**config.mk**
```make
export PLATFORM = sky130hd
export DESIGN_NAME = id3_skip_frame_sync_finder_top
export DESIGN_NICKNAME = d
export VERILOG_FILES = /design/src/rtl/core/id3sfs_pkg.sv /design/src/rtl/core/id3sfs_parser.sv /design/src/rtl/core/id3_skip_frame_sync_finder_top.sv
export SDC_FILE = /design/constraint.sdc
export NUM_CORES = 1
export LEC_CHECK = 0
export ABC_AREA = 1
export BUFFER_PORTS_ARGS = -buffer_cell sky130_fd_sc_hd__buf_2
export CORE_MARGIN = 2
export CORE_UTILIZATION = 33
export CTS_BUF_LIST = sky130_fd_sc_hd__clkbuf_8 sky130_fd_sc_hd__clkbuf_16
export DETAILED_ROUTE_END_ITERATION = 7
export PLACE_DENSITY = 0.48
export SLEW_MARGIN = 40
export SYNTH_ARGS = -nofsm -noshare
export SYNTH_HDL_FRONTEND = slang
export SYNTH_SLANG_ARGS = --single-unit
```
**constraint.sdc**
```tcl
create_clock -name clk -period 6.6 [get_ports clk]
set_input_delay 0 -clock clk [delete_from_list [all_inputs] [get_ports clk]]
set_output_delay 0 -clock clk [all_outputs]
set_load 0.03 [all_outputs]
```
**src/rtl/core/id3sfs_pkg.sv**
```systemverilog
package id3sfs_pkg;

	typedef struct packed {
		logic [7:0] data_byte;
		logic       end_of_file;
	} byte_item_t;

	typedef struct packed {
		logic        status;
		logic [31:0] sync_offset;
		logic [31:0] tag_bytes;
	} result_item_t;

	typedef enum logic [2:0] {
		PH_TAG  = 3'd0,
		PH_SKIP = 3'd1,
		PH_HDR  = 3'd2,
		PH_SCAN = 3'd3,
		PH_WAIT = 3'd4
	} phase_t;

	localparam logic STATUS_FOUND     = 1'b0;
	localparam logic STATUS_NOT_FOUND = 1'b1;

	localparam int WIN_DEPTH = 10;
	localparam int CNT_W     = 4;
	localparam int SKIP_W    = 30;

	// window fill levels at which a decision is taken
	localparam logic [CNT_W-1:0] IDX_LEAD_LAST = 4'd2;
	localparam logic [CNT_W-1:0] IDX_EA3_LAST  = 4'd5;
	localparam logic [CNT_W-1:0] IDX_TAG_LAST  = 4'd9;

	localparam logic [7:0] SYNC_BYTE   = 8'hFF;
	localparam logic [7:0] SYNC_MASK   = 8'hE0;
	localparam logic [7:0] FLAG_FOOTER = 8'h10;

	localparam logic [7:0] CH_UP_I = 8'h49;
	localparam logic [7:0] CH_UP_D = 8'h44;
	localparam logic [7:0] CH_UP_E = 8'h45;
	localparam logic [7:0] CH_UP_A = 8'h41;
	localparam logic [7:0] CH_LO_E = 8'h65;
	localparam logic [7:0] CH_LO_A = 8'h61;
	localparam logic [7:0] CH_3    = 8'h33;

	localparam int SYNCSAFE_SHIFT = 7;
	localparam logic [SKIP_W-1:0] TAG_HDR_LEN = 30'd10;
	localparam logic [15:0]       EA3_HDR_LEN = 16'd6;

endpackage

```
**src/rtl/core/id3sfs_parser.sv**
```systemverilog
module id3sfs_parser import id3sfs_pkg::*; #(
	parameter int OFFSET_BITS = 32
) (
	input  logic         clk,
	input  logic         arst_n,
	input  logic         advance,
	input  byte_item_t   item,
	output logic         res_valid,
	output result_item_t res_item
);

	logic [OFFSET_BITS-1:0] pos_q, pos_n;
	logic [OFFSET_BITS-1:0] tot_q, tot_n;
	logic [OFFSET_BITS-1:0] ofs;
	phase_t                 phase_q, phase_n;
	logic [CNT_W-1:0]       cnt_q, cnt_n;
	logic [SKIP_W-1:0]      skip_q, skip_n;
	logic                   ff_q, ff_n;
	logic [7:0]             win_q [WIN_DEPTH];
	logic                   win_we;
	logic                   found;

	logic [7:0]        b;
	logic              eof;
	logic              lead_id3, lead_ea3_lo, lead_ea3_up;
	logic              sync_lo, sync_hi, sync_scan;
	logic [SKIP_W-1:0] syncsafe, tag_skip;
	logic [15:0]       ea3_raw, ea3_len;

	assign b   = item.data_byte;
	assign eof = item.end_of_file;

	// lead-in checks use the current byte as the third one
	assign lead_id3    = (win_q[0] == CH_UP_I) && (win_q[1] == CH_UP_D) && (b == CH_3);
	assign lead_ea3_lo = (win_q[0] == CH_LO_E) && (win_q[1] == CH_LO_A) && (b == CH_3);
	assign lead_ea3_up = (win_q[0] == CH_UP_E) && (win_q[1] == CH_UP_A) && (b == CH_3);

	assign sync_lo   = (win_q[0] == SYNC_BYTE) && ((win_q[1] & SYNC_MASK) == SYNC_MASK);
	assign sync_hi   = (win_q[1] == SYNC_BYTE) && ((b & SYNC_MASK) == SYNC_MASK);
	assign sync_scan = ff_q && ((b & SYNC_MASK) == SYNC_MASK);

	assign syncsafe = (SKIP_W'(win_q[6]) << (3 * SYNCSAFE_SHIFT))
	                | (SKIP_W'(win_q[7]) << (2 * SYNCSAFE_SHIFT))
	                | (SKIP_W'(win_q[8]) << SYNCSAFE_SHIFT)
	                | SKIP_W'(b);
	assign tag_skip = syncsafe + (((win_q[5] & FLAG_FOOTER) != 8'h00) ? TAG_HDR_LEN : '0);

	assign ea3_raw = {win_q[4], b};
	assign ea3_len = (ea3_raw < EA3_HDR_LEN) ? EA3_HDR_LEN : ea3_raw;

	always_comb begin
		pos_n     = pos_q + OFFSET_BITS'(1);
		tot_n     = tot_q;
		phase_n   = phase_q;
		cnt_n     = cnt_q;
		skip_n    = skip_q;
		ff_n      = ff_q;
		win_we    = 1'b0;
		found     = 1'b0;
		ofs       = '0;
		res_valid = 1'b0;
		res_item  = '0;

		unique case (phase_q)
			PH_TAG: begin
				win_we = (cnt_q < CNT_W'(WIN_DEPTH));
				cnt_n  = cnt_q + CNT_W'(1);
				if (cnt_q == IDX_LEAD_LAST && !lead_id3 && !lead_ea3_lo) begin
					if (lead_ea3_up) begin
						phase_n = PH_HDR;
					end else begin
						phase_n = PH_SCAN;
						ff_n    = (b == SYNC_BYTE);
						if (sync_lo) begin
							found = 1'b1;
							ofs   = pos_q - OFFSET_BITS'(2);
						end else if (sync_hi) begin
							found = 1'b1;
							ofs   = pos_q - OFFSET_BITS'(1);
						end
					end
				end else if (cnt_q == IDX_TAG_LAST) begin
					tot_n   = tot_q + OFFSET_BITS'(tag_skip + TAG_HDR_LEN);
					skip_n  = tag_skip;
					cnt_n   = '0;
					phase_n = (tag_skip == '0) ? PH_HDR : PH_SKIP;
				end
			end
			PH_SKIP: begin
				skip_n = skip_q - SKIP_W'(1);
				if (skip_q == SKIP_W'(1)) begin
					cnt_n   = '0;
					phase_n = PH_HDR;
				end
			end
			PH_HDR: begin
				win_we = 1'b1;
				cnt_n  = cnt_q + CNT_W'(1);
				if (cnt_q == IDX_LEAD_LAST && !lead_ea3_up) begin
					phase_n = PH_SCAN;
					ff_n    = (b == SYNC_BYTE);
					if (sync_lo) begin
						found = 1'b1;
						ofs   = pos_q - OFFSET_BITS'(2);
					end else if (sync_hi) begin
						found = 1'b1;
						ofs   = pos_q - OFFSET_BITS'(1);
					end
				end else if (cnt_q == IDX_EA3_LAST) begin
					tot_n   = tot_q + OFFSET_BITS'(ea3_len);
					skip_n  = SKIP_W'(ea3_len - EA3_HDR_LEN);
					cnt_n   = '0;
					phase_n = (ea3_len == EA3_HDR_LEN) ? PH_HDR : PH_SKIP;
				end
			end
			PH_SCAN: begin
				if (sync_scan) begin
					found = 1'b1;
					ofs   = pos_q - OFFSET_BITS'(1);
				end else begin
					ff_n = (b == SYNC_BYTE);
				end
			end
			PH_WAIT: begin
			end
			default: begin
			end
		endcase

		if (found) begin
			res_valid            = 1'b1;
			res_item.status      = STATUS_FOUND;
			res_item.sync_offset = 32'(ofs);
			res_item.tag_bytes   = 32'(tot_n);
			phase_n              = PH_WAIT;
		end else if (eof) begin
			res_valid            = (phase_q != PH_WAIT);
			res_item.status      = STATUS_NOT_FOUND;
			res_item.sync_offset = '0;
			res_item.tag_bytes   = 32'(tot_n);
		end

		// next file starts from scratch
		if (eof) begin
			pos_n   = '0;
			tot_n   = '0;
			phase_n = PH_TAG;
			cnt_n   = '0;
			skip_n  = '0;
			ff_n    = 1'b0;
		end
	end

	always_ff @(posedge clk or negedge arst_n) begin
		if (!arst_n) begin
			pos_q   <= '0;
			tot_q   <= '0;
			phase_q <= PH_TAG;
			cnt_q   <= '0;
			skip_q  <= '0;
			ff_q    <= 1'b0;
		end else if (advance) begin
			pos_q   <= pos_n;
			tot_q   <= tot_n;
			phase_q <= phase_n;
			cnt_q   <= cnt_n;
			skip_q  <= skip_n;
			ff_q    <= ff_n;
		end
	end

	always_ff @(posedge clk) begin
		if (advance && win_we) begin
			win_q[cnt_q] <= b;
		end
	end

endmodule

```
**src/rtl/core/id3_skip_frame_sync_finder_top.sv**
```systemverilog
// Tag skipper and frame sync finder for MPEG audio files.
// byte channel: byte_valid / byte_stall / byte_item, one file byte per item,
//   end_of_file set on the last byte of each file.
// result channel: result_valid / result_stall / result_item, at most one item
//   per file: status 0 with the offset of the 0xFF sync byte, or status 1 when
//   the file ends without sync; tag_bytes gives the bytes skipped as headers.
// An accepted byte goes into an input register; the parser then runs on it and,
//   when the byte advances, loads the result register with any result it gives.
//   One byte per cycle is taken while no result is held under result_stall; the
//   parser state update is the single loop that sets this.
// While a result waits under result_stall, bytes that give no result still
//   flow; a byte that would give a result is held and byte_stall rises.
// After end_of_file the parser restarts for the next file in the next cycle.
// arst_n clears the pipeline and the parser; no result is pending after it.
module id3_skip_frame_sync_finder_top import id3sfs_pkg::*; #(
	parameter int OFFSET_BITS = 32
) (
	input  logic         clk,
	input  logic         arst_n,
	input  logic         byte_valid,
	output logic         byte_stall,
	input  byte_item_t   byte_item,
	output logic         result_valid,
	input  logic         result_stall,
	output result_item_t result_item
);

	logic         valid_s1;
	byte_item_t   item_s1;
	logic         res_valid;
	result_item_t res_item;
	logic         out_free;
	logic         advance;
	logic         result_valid_q;
	result_item_t result_q;

	assign out_free   = !result_valid_q || !result_stall;
	assign advance    = valid_s1 && (!res_valid || out_free);
	assign byte_stall = valid_s1 && !advance;

	always_ff @(posedge clk or negedge arst_n) begin
		if (!arst_n) begin
			valid_s1 <= 1'b0;
		end else if (byte_valid && !byte_stall) begin
			valid_s1 <= 1'b1;
		end else if (advance) begin
			valid_s1 <= 1'b0;
		end
	end

	always_ff @(posedge clk) begin
		if (byte_valid && !byte_stall) begin
			item_s1 <= byte_item;
		end
	end

	id3sfs_parser #(
		.OFFSET_BITS(OFFSET_BITS)
	) u_parser (
		.clk      (clk),
		.arst_n   (arst_n),
		.advance  (advance),
		.item     (item_s1),
		.res_valid(res_valid),
		.res_item (res_item)
	);

	always_ff @(posedge clk or negedge arst_n) begin
		if (!arst_n) begin
			result_valid_q <= 1'b0;
		end else if (advance && res_valid) begin
			result_valid_q <= 1'b1;
		end else if (out_free) begin
			result_valid_q <= 1'b0;
		end
	end

	always_ff @(posedge clk) begin
		if (advance && res_valid) begin
			result_q <= res_item;
		end
	end

	assign result_valid = result_valid_q;
	assign result_item  = result_q;

endmodule

```
==> results of run 1 <==
-- flip-flops by register name, indices dropped and copies added (netlist names) --
register	count
item_s1	9
u_parser.win_q	49
u_parser.ff_q	1
u_parser.cnt_q	4
result_valid	1
valid_s1	1
u_parser.pos_q	32
result_item	65
u_parser.skip_q	30
u_parser.tot_q	32
u_parser.phase_q	3
-- metal layers --
layer	track usage (%)	part of all wire (%)	vias to the layer above
met1	37.1	47	9903
li1	-	-	9947
met5	0	0	-
met4	7.62	3.1	0
met2	41.3	45	655
met3	2.33	5.4	114
-- logic make-up (layout without fill, tap and decap cells) --
| kind of cell | after synthesis | count (layout) | synth area share [%] |
|---|---|---|---|
| other | 1 | 2 | 0.0190 |
| AO/OA/AOI/OAI | 404 | 404 | 11.9 |
| flip-flops | 227 | 227 | 32.0 |
| buffers and inverters | 478 | 552 | 9.74 |
| XOR/XNOR | 90 | 90 | 4.04 |
| adder cells (fa/ha/maj) | 66 | 66 | 4.27 |
| AND/OR/NAND/NOR | 1727 | 1727 | 38.1 |
-- power groups by stage --
stage,registers (W),logic [W],clock network (W)
finish,0.00210,0.00357,0.00169
global route,0.00212,0.00399,0.00179
CTS,0.00208,0.00352,0.00173
detailed placement,0.00211,0.00349,0
global placement,0.00211,0.00348,0
floorplan,0.00203,0.00241,0
-- worst reg2reg max path, cell delays in order (launching register included) --
cell and delay [ps]:
edfxtp_1 370, buf_4 200, ha_1 250, ha_1 370
inv_1 50, o21ai_0 420, nand3_1 280, nor2_2 280
nand2_1 90, nor2_2 160, nand2_1 100, o22ai_1 210
inv_1 100, ha_1 360, nand2_1 100, inv_1 80
nand2_1 100, nor2_1 330, nand4_1 220, nand4_1 150
nand3_1 200, nand2_1 130, nand3_1 100, nand2_1 90
nor2_1 40
-- per-stage QoR --
step | power, W | cells
after floorplan | 0.00445 | 2993
after global placement | 0.00559 | 3772
after detailed placement | 0.00560 | 3772
after CTS | 0.00733 | 3840
after global routing | 0.00789 | 3840
final | 0.00735 | 3841
-- final timing paths --
kind	start	to	depth (start not counted)
min in group clk	byte_item[1]	item_s1[1]	2
worst min register to register	u_parser.ff_q	u_parser.ff_q	2
max in group asynchronous	arst_n	u_parser.skip_q[20]	3
worst max-delay path	item_s1[2]	result_item[18]	24
worst min-delay path	arst_n	u_parser.tot_q[27]	2
worst max register to register	item_s1[2]	result_item[18]	24
-- synth_stat cells (all sizes together) (62+ instances only) --
master    n
nor3     64
ha       64
clkbuf   62
dfrtp   104
nand3   271
nand4    81
a21oi   108
nand2   870
nor2    395
xor2     82
inv     378
o21ai   208
edfxtp  123
-- what timing repair did --
action                                  4_1_cts  5_1_grt
endpoints found under the hold margin        55        0
endpoints found under the setup margin        0        0
hold buffers                                 12        0
-- cells in the final DEF (no fill, tap or decap), types with 13 or more instances in the layout --
cell,synthesis,routed
a21oi_1,108,108
buf_2,23,78
buf_4,3,25
clkbuf_16,0,30
dfrtp_1,104,104
edfxtp_1,123,123
ha_1,64,64
inv_1,367,372
nand2_1,862,862
nand3_1,266,266
nand3b_1,13,13
nand4_1,67,67
nand4_2,14,14
nor2_1,368,364
nor2_2,22,26
nor3_1,61,58
nor4_1,15,14
o211ai_1,17,17
o21ai_0,170,170
o21ai_1,20,20
o21ai_2,18,18
o31ai_1,18,18
xor2_1,81,81
-- cell type report --
type | count | area, sq um
inverters | 379 | 1430
fillers | 6468 | 37100
repair buffers | 117 | 721
flip-flops and latches | 227 | 6300
clock buffers | 30 | 751
multi-input cells | 2288 | 11500
well taps | 773 | 967
diodes | 1 | 2.50
clock inverters | 26 | 239
==> key figures, run 1 <==
STA
  – Setup ws final: between 1500 and 2000 ps
  – Final hold viol count: 0
  – Pins Over Slew Limit: 0
  – RSZ-0062 raised after global routing: no
  – Hold Slack: about 2.3 ps
  – Final period util: 76.5%
  – Fmax: between 150 and 200 MHz
  – Endpoints failing setup: 0
  – Tightest Pin Transition: roughly 860 ps
  – Slew margin rel.: between 40% and 50%
  – Minimum clock period: between 5000 and 6000 ps
  – Clock skew: roughly 27 ps
  – Setup_tns: 0 ps

Setup path
  – CP Launch Type: flop
  – Max incr delay on CP: about 420 ps
  – Top delay family on crit path: simple AND/OR/NAND/NOR gates
  – Buf/Inv on CP: 4
  – Critical path, cell by cell: buf_4 -> ha_1 -> ha_1 -> inv_1 -> o21ai_0 -> nand3_1 -> nor2_2 -> nand2_1 -> nor2_2 -> nand2_1 -> o22ai_1 -> inv_1 -> ha_1 -> nand2_1 -> inv_1 -> nand2_1 -> nor2_1 -> nand4_1 -> nand4_1 -> nand3_1 -> nand2_1 -> nand3_1 -> nand2_1 -> nor2_1
  – WS Path Type: flop to flop
  – CP Max Fanout: 11
  – Worst Path Arrival: ~5400 ps
  – WP data required: 6920 ps
  – Slowest CP cell: o21ai_0
  – Crit. End Element: flop
  – R2R Setup Slk: 1550 ps
  – CP most frequent cell: nand2_1

Layout
  – Post-Route Utilization: ~37%
  – Cell area after layout: approximately 22000 sq um
  – Final Net Count: roughly 3100
  – P&R area growth vs syn: 11.3%
  – Layout cells sized above 1: under 10%

Clocking
  – CTS tree: done
  – H-tree levels: 1
  – Clk sinks: between 200 and 250
  – Clock Tree Root: clkbuf_16
  – CTS resizes: 0
  – Worst-path clk slew: 60 ps
  – Later-pin clock latency in the skew report: 610 ps
  – CTS Buffer Depth: 3
  – Setup bufs post-CTS: 0
  – CTS buffer count: 30

Yosys
  – EDFF count, synth: around 120
  – Ys flop type: edfxtp_1
  – Register area share after synthesis: between 30% and 40%
  – Syn Nets: ~3100
  – Synth Register Bits: between 200 and 250
  – Synth top area cells: edfxtp_1, nand2_1, dfrtp_1
  – Mapped Cells: approximately 3000
  – Post-synth top area share: a little under a fifth
  – Synth async-reset ratio: between 40 and 50%
  – Post-synthesis cell area: about 20000 sq um
  – Synth area leader: edfxtp_1
  – Library cells used by synthesis: 60
  – Synthesis Warnings: 0
  – Mapped Avg Cell Area: between 6 and 7 sq um

Min path
  – Hold WC Path Type: input pin to async pin

Routing
  – Post-DR vias/cell: ~5.4
  – Routed WL: about 80 mm
  – First DRT Iteration DRCs: 1842
  – Antenna viol nets, final: 0
  – Remaining DRCs: 0
  – First drt pass iteration count: 7
  – Via count: approximately 21000
  – DR WL/cell: ~21 um

GRT
  – Grt ovf: 0
  – GRT Overall Usage: about 26%
  – Initial antenna violation count: 0
  – Vias in the first global route: around 20000
  – Global-route wire length before repair: between 100 and 150 mm
  – Largest net degree at the start of global routing: 66

Place
  – Buffers on Ports: ~80
  – DP Wirelength: 62.3 mm
  – GPL Wtd Cong: roughly 0.97
  – Pre-CTS setup slack: approximately 1500 ps
  – Placed Area: approximately 21000 sq um

Power
  – Switching Power: 0.00359 W
  – Sw Share: roughly 49%
  – Clock power share: 22.9%
  – Part of the power in registers: roughly 28%
  – Int Power: roughly 0.0038 W
  – PD cells: around 340 nW/um^2
  – LEAKAGE: about 10 nW
  – Combinational fraction of design power: between 40% and 50%
  – Maximum vdd drop: about 230 uV

Floorplan
  – Die Area: 61700 sq um
  – Core area: 59000 sq um
  – Initial Util: approximately a third
  – Chip Height: roughly 250 um
  – Num ports: 80
  – Die width: between 200 and 250 um
  – Floorplan row count: a little under 90

Status
  – Run status: finished clean

Flow run
  – Number of max-cap violations: 0
Note: power is estimated with default switching activity, not from simulation.
==> inputs of run 2 (changes only) <==
==> constraint.sdc (replaced) <==
create_clock -name clk -period 4.91 [get_ports clk]
set_input_delay 0 -clock clk [delete_from_list [all_inputs] [get_ports clk]]
set_output_delay 0 -clock clk [all_outputs]
set_load 0.03 [all_outputs]
==> run 2 against run 1 <==
Sequential power up 34%. Core utilization up 0.48 points. Routed wire length down 0.80%. First-iteration DRC count up 3.7%. Register-to-register slack worse by 1300 ps. Highest routed layer is now met5. Count of clock-buffer cells in the layout up 2. Design area up 1.3%. Largest cell class unchanged. Sequential share of layout area down 0.37 points. Worst setup slack worse by 1300 ps. Combinational power up 34%.
==> key figures, run 2 (same netlist as run 1, synthesis figures left out) <==
Routing
  – Routed WL: 79.8 mm
  – DR WL/cell: between 20 and 25 um
  – First drt pass iteration count: 7
  – Via count: between 20000 and 25000
  – Remaining DRCs: 0
  – First DRT Iteration DRCs: around 1900
  – Antenna viol nets, final: 0
  – Post-DR vias/cell: roughly 5.3

Power
  – Int Power: 0.00500 W
  – LEAKAGE: about 10 nW
  – Sw Share: between 40 and 50%
  – Combinational fraction of design power: 49.2%
  – Clock power share: a little over a fifth
  – Switching Power: ~0.0048 W
  – Maximum vdd drop: just over 300 uV
  – Part of the power in registers: between 20% and 30%
  – PD cells: ~440 nW/um^2

Clocking
  – H-tree levels: 1
  – Worst-path clk slew: roughly 60 ps
  – CTS tree: done
  – Clock Tree Root: clkbuf_16
  – CTS Buffer Depth: 3
  – Later-pin clock latency in the skew report: 620 ps
  – Clk sinks: between 200 and 250
  – CTS buffer count: 29

Floorplan
  – Die Area: approximately 62000 sq um
  – Chip Height: 248 um
  – Core area: between 50000 and 60000 sq um
  – Die width: ~250 um
  – Num ports: 80
  – Floorplan row count: 89
  – Initial Util: about a third

STA
  – Endpoints failing setup: 0
  – Final period util: approximately 95%
  – Slew margin rel.: about two fifths
  – Fmax: 215 MHz
  – Tightest Pin Transition: 893 ps
  – Hold Slack: around 5.7 ps
  – Setup_tns: 0 ps
  – Pins Over Slew Limit: 0
  – Final hold viol count: 0
  – Clock skew: about 21 ps
  – RSZ-0062 raised after global routing: no
  – Minimum clock period: 4640 ps

GRT
  – Vias in the first global route: just under 20000
  – Largest net degree at the start of global routing: 58
  – Grt ovf: 0
  – GRT Overall Usage: 25.6%
  – Global-route wire length before repair: between 100 and 150 mm
  – Initial antenna violation count: 1

Place
  – Buffers on Ports: 79
  – GPL Wtd Cong: roughly 1
  – DP Wirelength: 63.1 mm

Layout
  – Most common cell after layout, fill and taps aside: nand2_1
  – Most frequent cells in the layout: nand2_1, inv_1, nor2_1
  – Final Net Count: between 3000 and 4000
  – P&R area growth vs syn: 12.7%
  – Layout cells sized above 1: about a tenth
  – Largest register FFs: 65
  – Fillers: between 6000 and 7000

Setup path
  – CP Launch Type: flop
  – CP Max Fanout: 5
  – CP most frequent cell: nand2_1
  – WS Path Type: flop to flop
  – Max incr delay on CP: 400 ps
  – Worst Path Arrival: 4980 ps
  – WP data required: ~5300 ps
  – Slowest CP cell: edfxtp_1
  – Crit. End Element: flop

Min path
  – Hold WC Path Type: input pin to async pin

Flow run
  – Number of max-cap violations: 0

Status
  – Run status: finished clean
run 2: changes by cell type in the layout (fill, tap and decap cells not counted), sizes merged:
cell	previous run	this run
clkbuf	30	32
bufinv	4	2
buf	105	142
clkinv	15	8
clkinvlp	1	3
inv	385	388
run 2: worst max-delay path, delay by kind of cell, from the launching register on:
| family | cells | cell delay [ps] |
|---|---|---|
| adders and majority gates | 4 | 1150 |
| AOI/OAI and AO/OA | 2 | 360 |
| DFF | 1 | 400 |
| buffers and inverters | 3 | 240 |
| and+or+nand+nor | 15 | 1970 |
| xor gates and xnor gates | 1 | 250 |
run 2: through the flow:
| stage | power, W | utilization (%) | area [sq um] | cells | worst slack (ps) |
|---|---|---|---|---|---|
| floorplan | 0.00598 | - | 19700 | 2993 | 960 |
| global placement | 0.00752 | 35.7 | 21000 | 3806 | 41.3 |
| detailed placement | 0.00752 | 35.7 | 21100 | 3806 | 90.3 |
| CTS | 0.00971 | 37.5 | 22100 | 3872 | 62.9 |
| global route | 0.0105 | 37.6 | 22200 | 3875 | 2.97 |
| finish | 0.00977 | 37.6 | 22200 | 3876 | 267 |
run 2: path summary, 6_finish.rpt:
| kind | from | to | slack (ps) | cells after the start |
|---|---|---|---|---|
| max | item_s1[2] | result_item[20] | 270 | 25 |
| min | arst_n | u_parser.tot_q[31] | 6 | 2 |
| min in group clk | byte_item[1] | item_s1[1] | 120 | 2 |
| min reg2reg | u_parser.ff_q | u_parser.ff_q | 500 | 2 |
| max reg2reg | item_s1[2] | result_item[20] | 270 | 25 |
| max in group asynchronous | arst_n | u_parser.skip_q[14] | 3810 | 3 |
run 2: power groups by stage:
stage | sequential [W] | combinational (W) | clock (W)
3_5_place_dp | 0.00283 | 0.00468 | 0
5_1_grt | 0.00286 | 0.00536 | 0.00227
4_1_cts | 0.00280 | 0.00471 | 0.00220
3_3_place_gp | 0.00284 | 0.00468 | 0
2_1_floorplan | 0.00273 | 0.00325 | 0
6_report | 0.00282 | 0.00480 | 0.00215
run 2: repair_timing:
action,CTS,global route
hold endpoints to repair,58,0
setup endpoints to repair,0,26
buffers inserted,0,3
hold buffers,12,0
resized for setup,0,23
run 2: area by class of cell:
class | instances | area [sq um] | share of cell area [%]
multi-input cells | 2288 | 11600 | 52.1
flip-flops and latches | 227 | 6300 | 28.3
inverters | 379 | 1430 | 6.42
repair buffers | 154 | 1010 | 4.53
well taps | 773 | 967 | 4.35
clock buffers | 32 | 767 | 3.45
clock inverters | 22 | 171 | 0.772
diodes | 1 | 2.50 | 0.0113
run 2: routing by layer:
metal | part of all wire, % | vias to the layer above | global-route usage (%)
met5 | 0.010 | - | 0
met4 | 3.7 | 2 | 9.02
met3 | 6.7 | 137 | 3.29
met2 | 44 | 745 | 40.0
met1 | 45 | 9728 | 36.1
li1 | - | 10000 | -
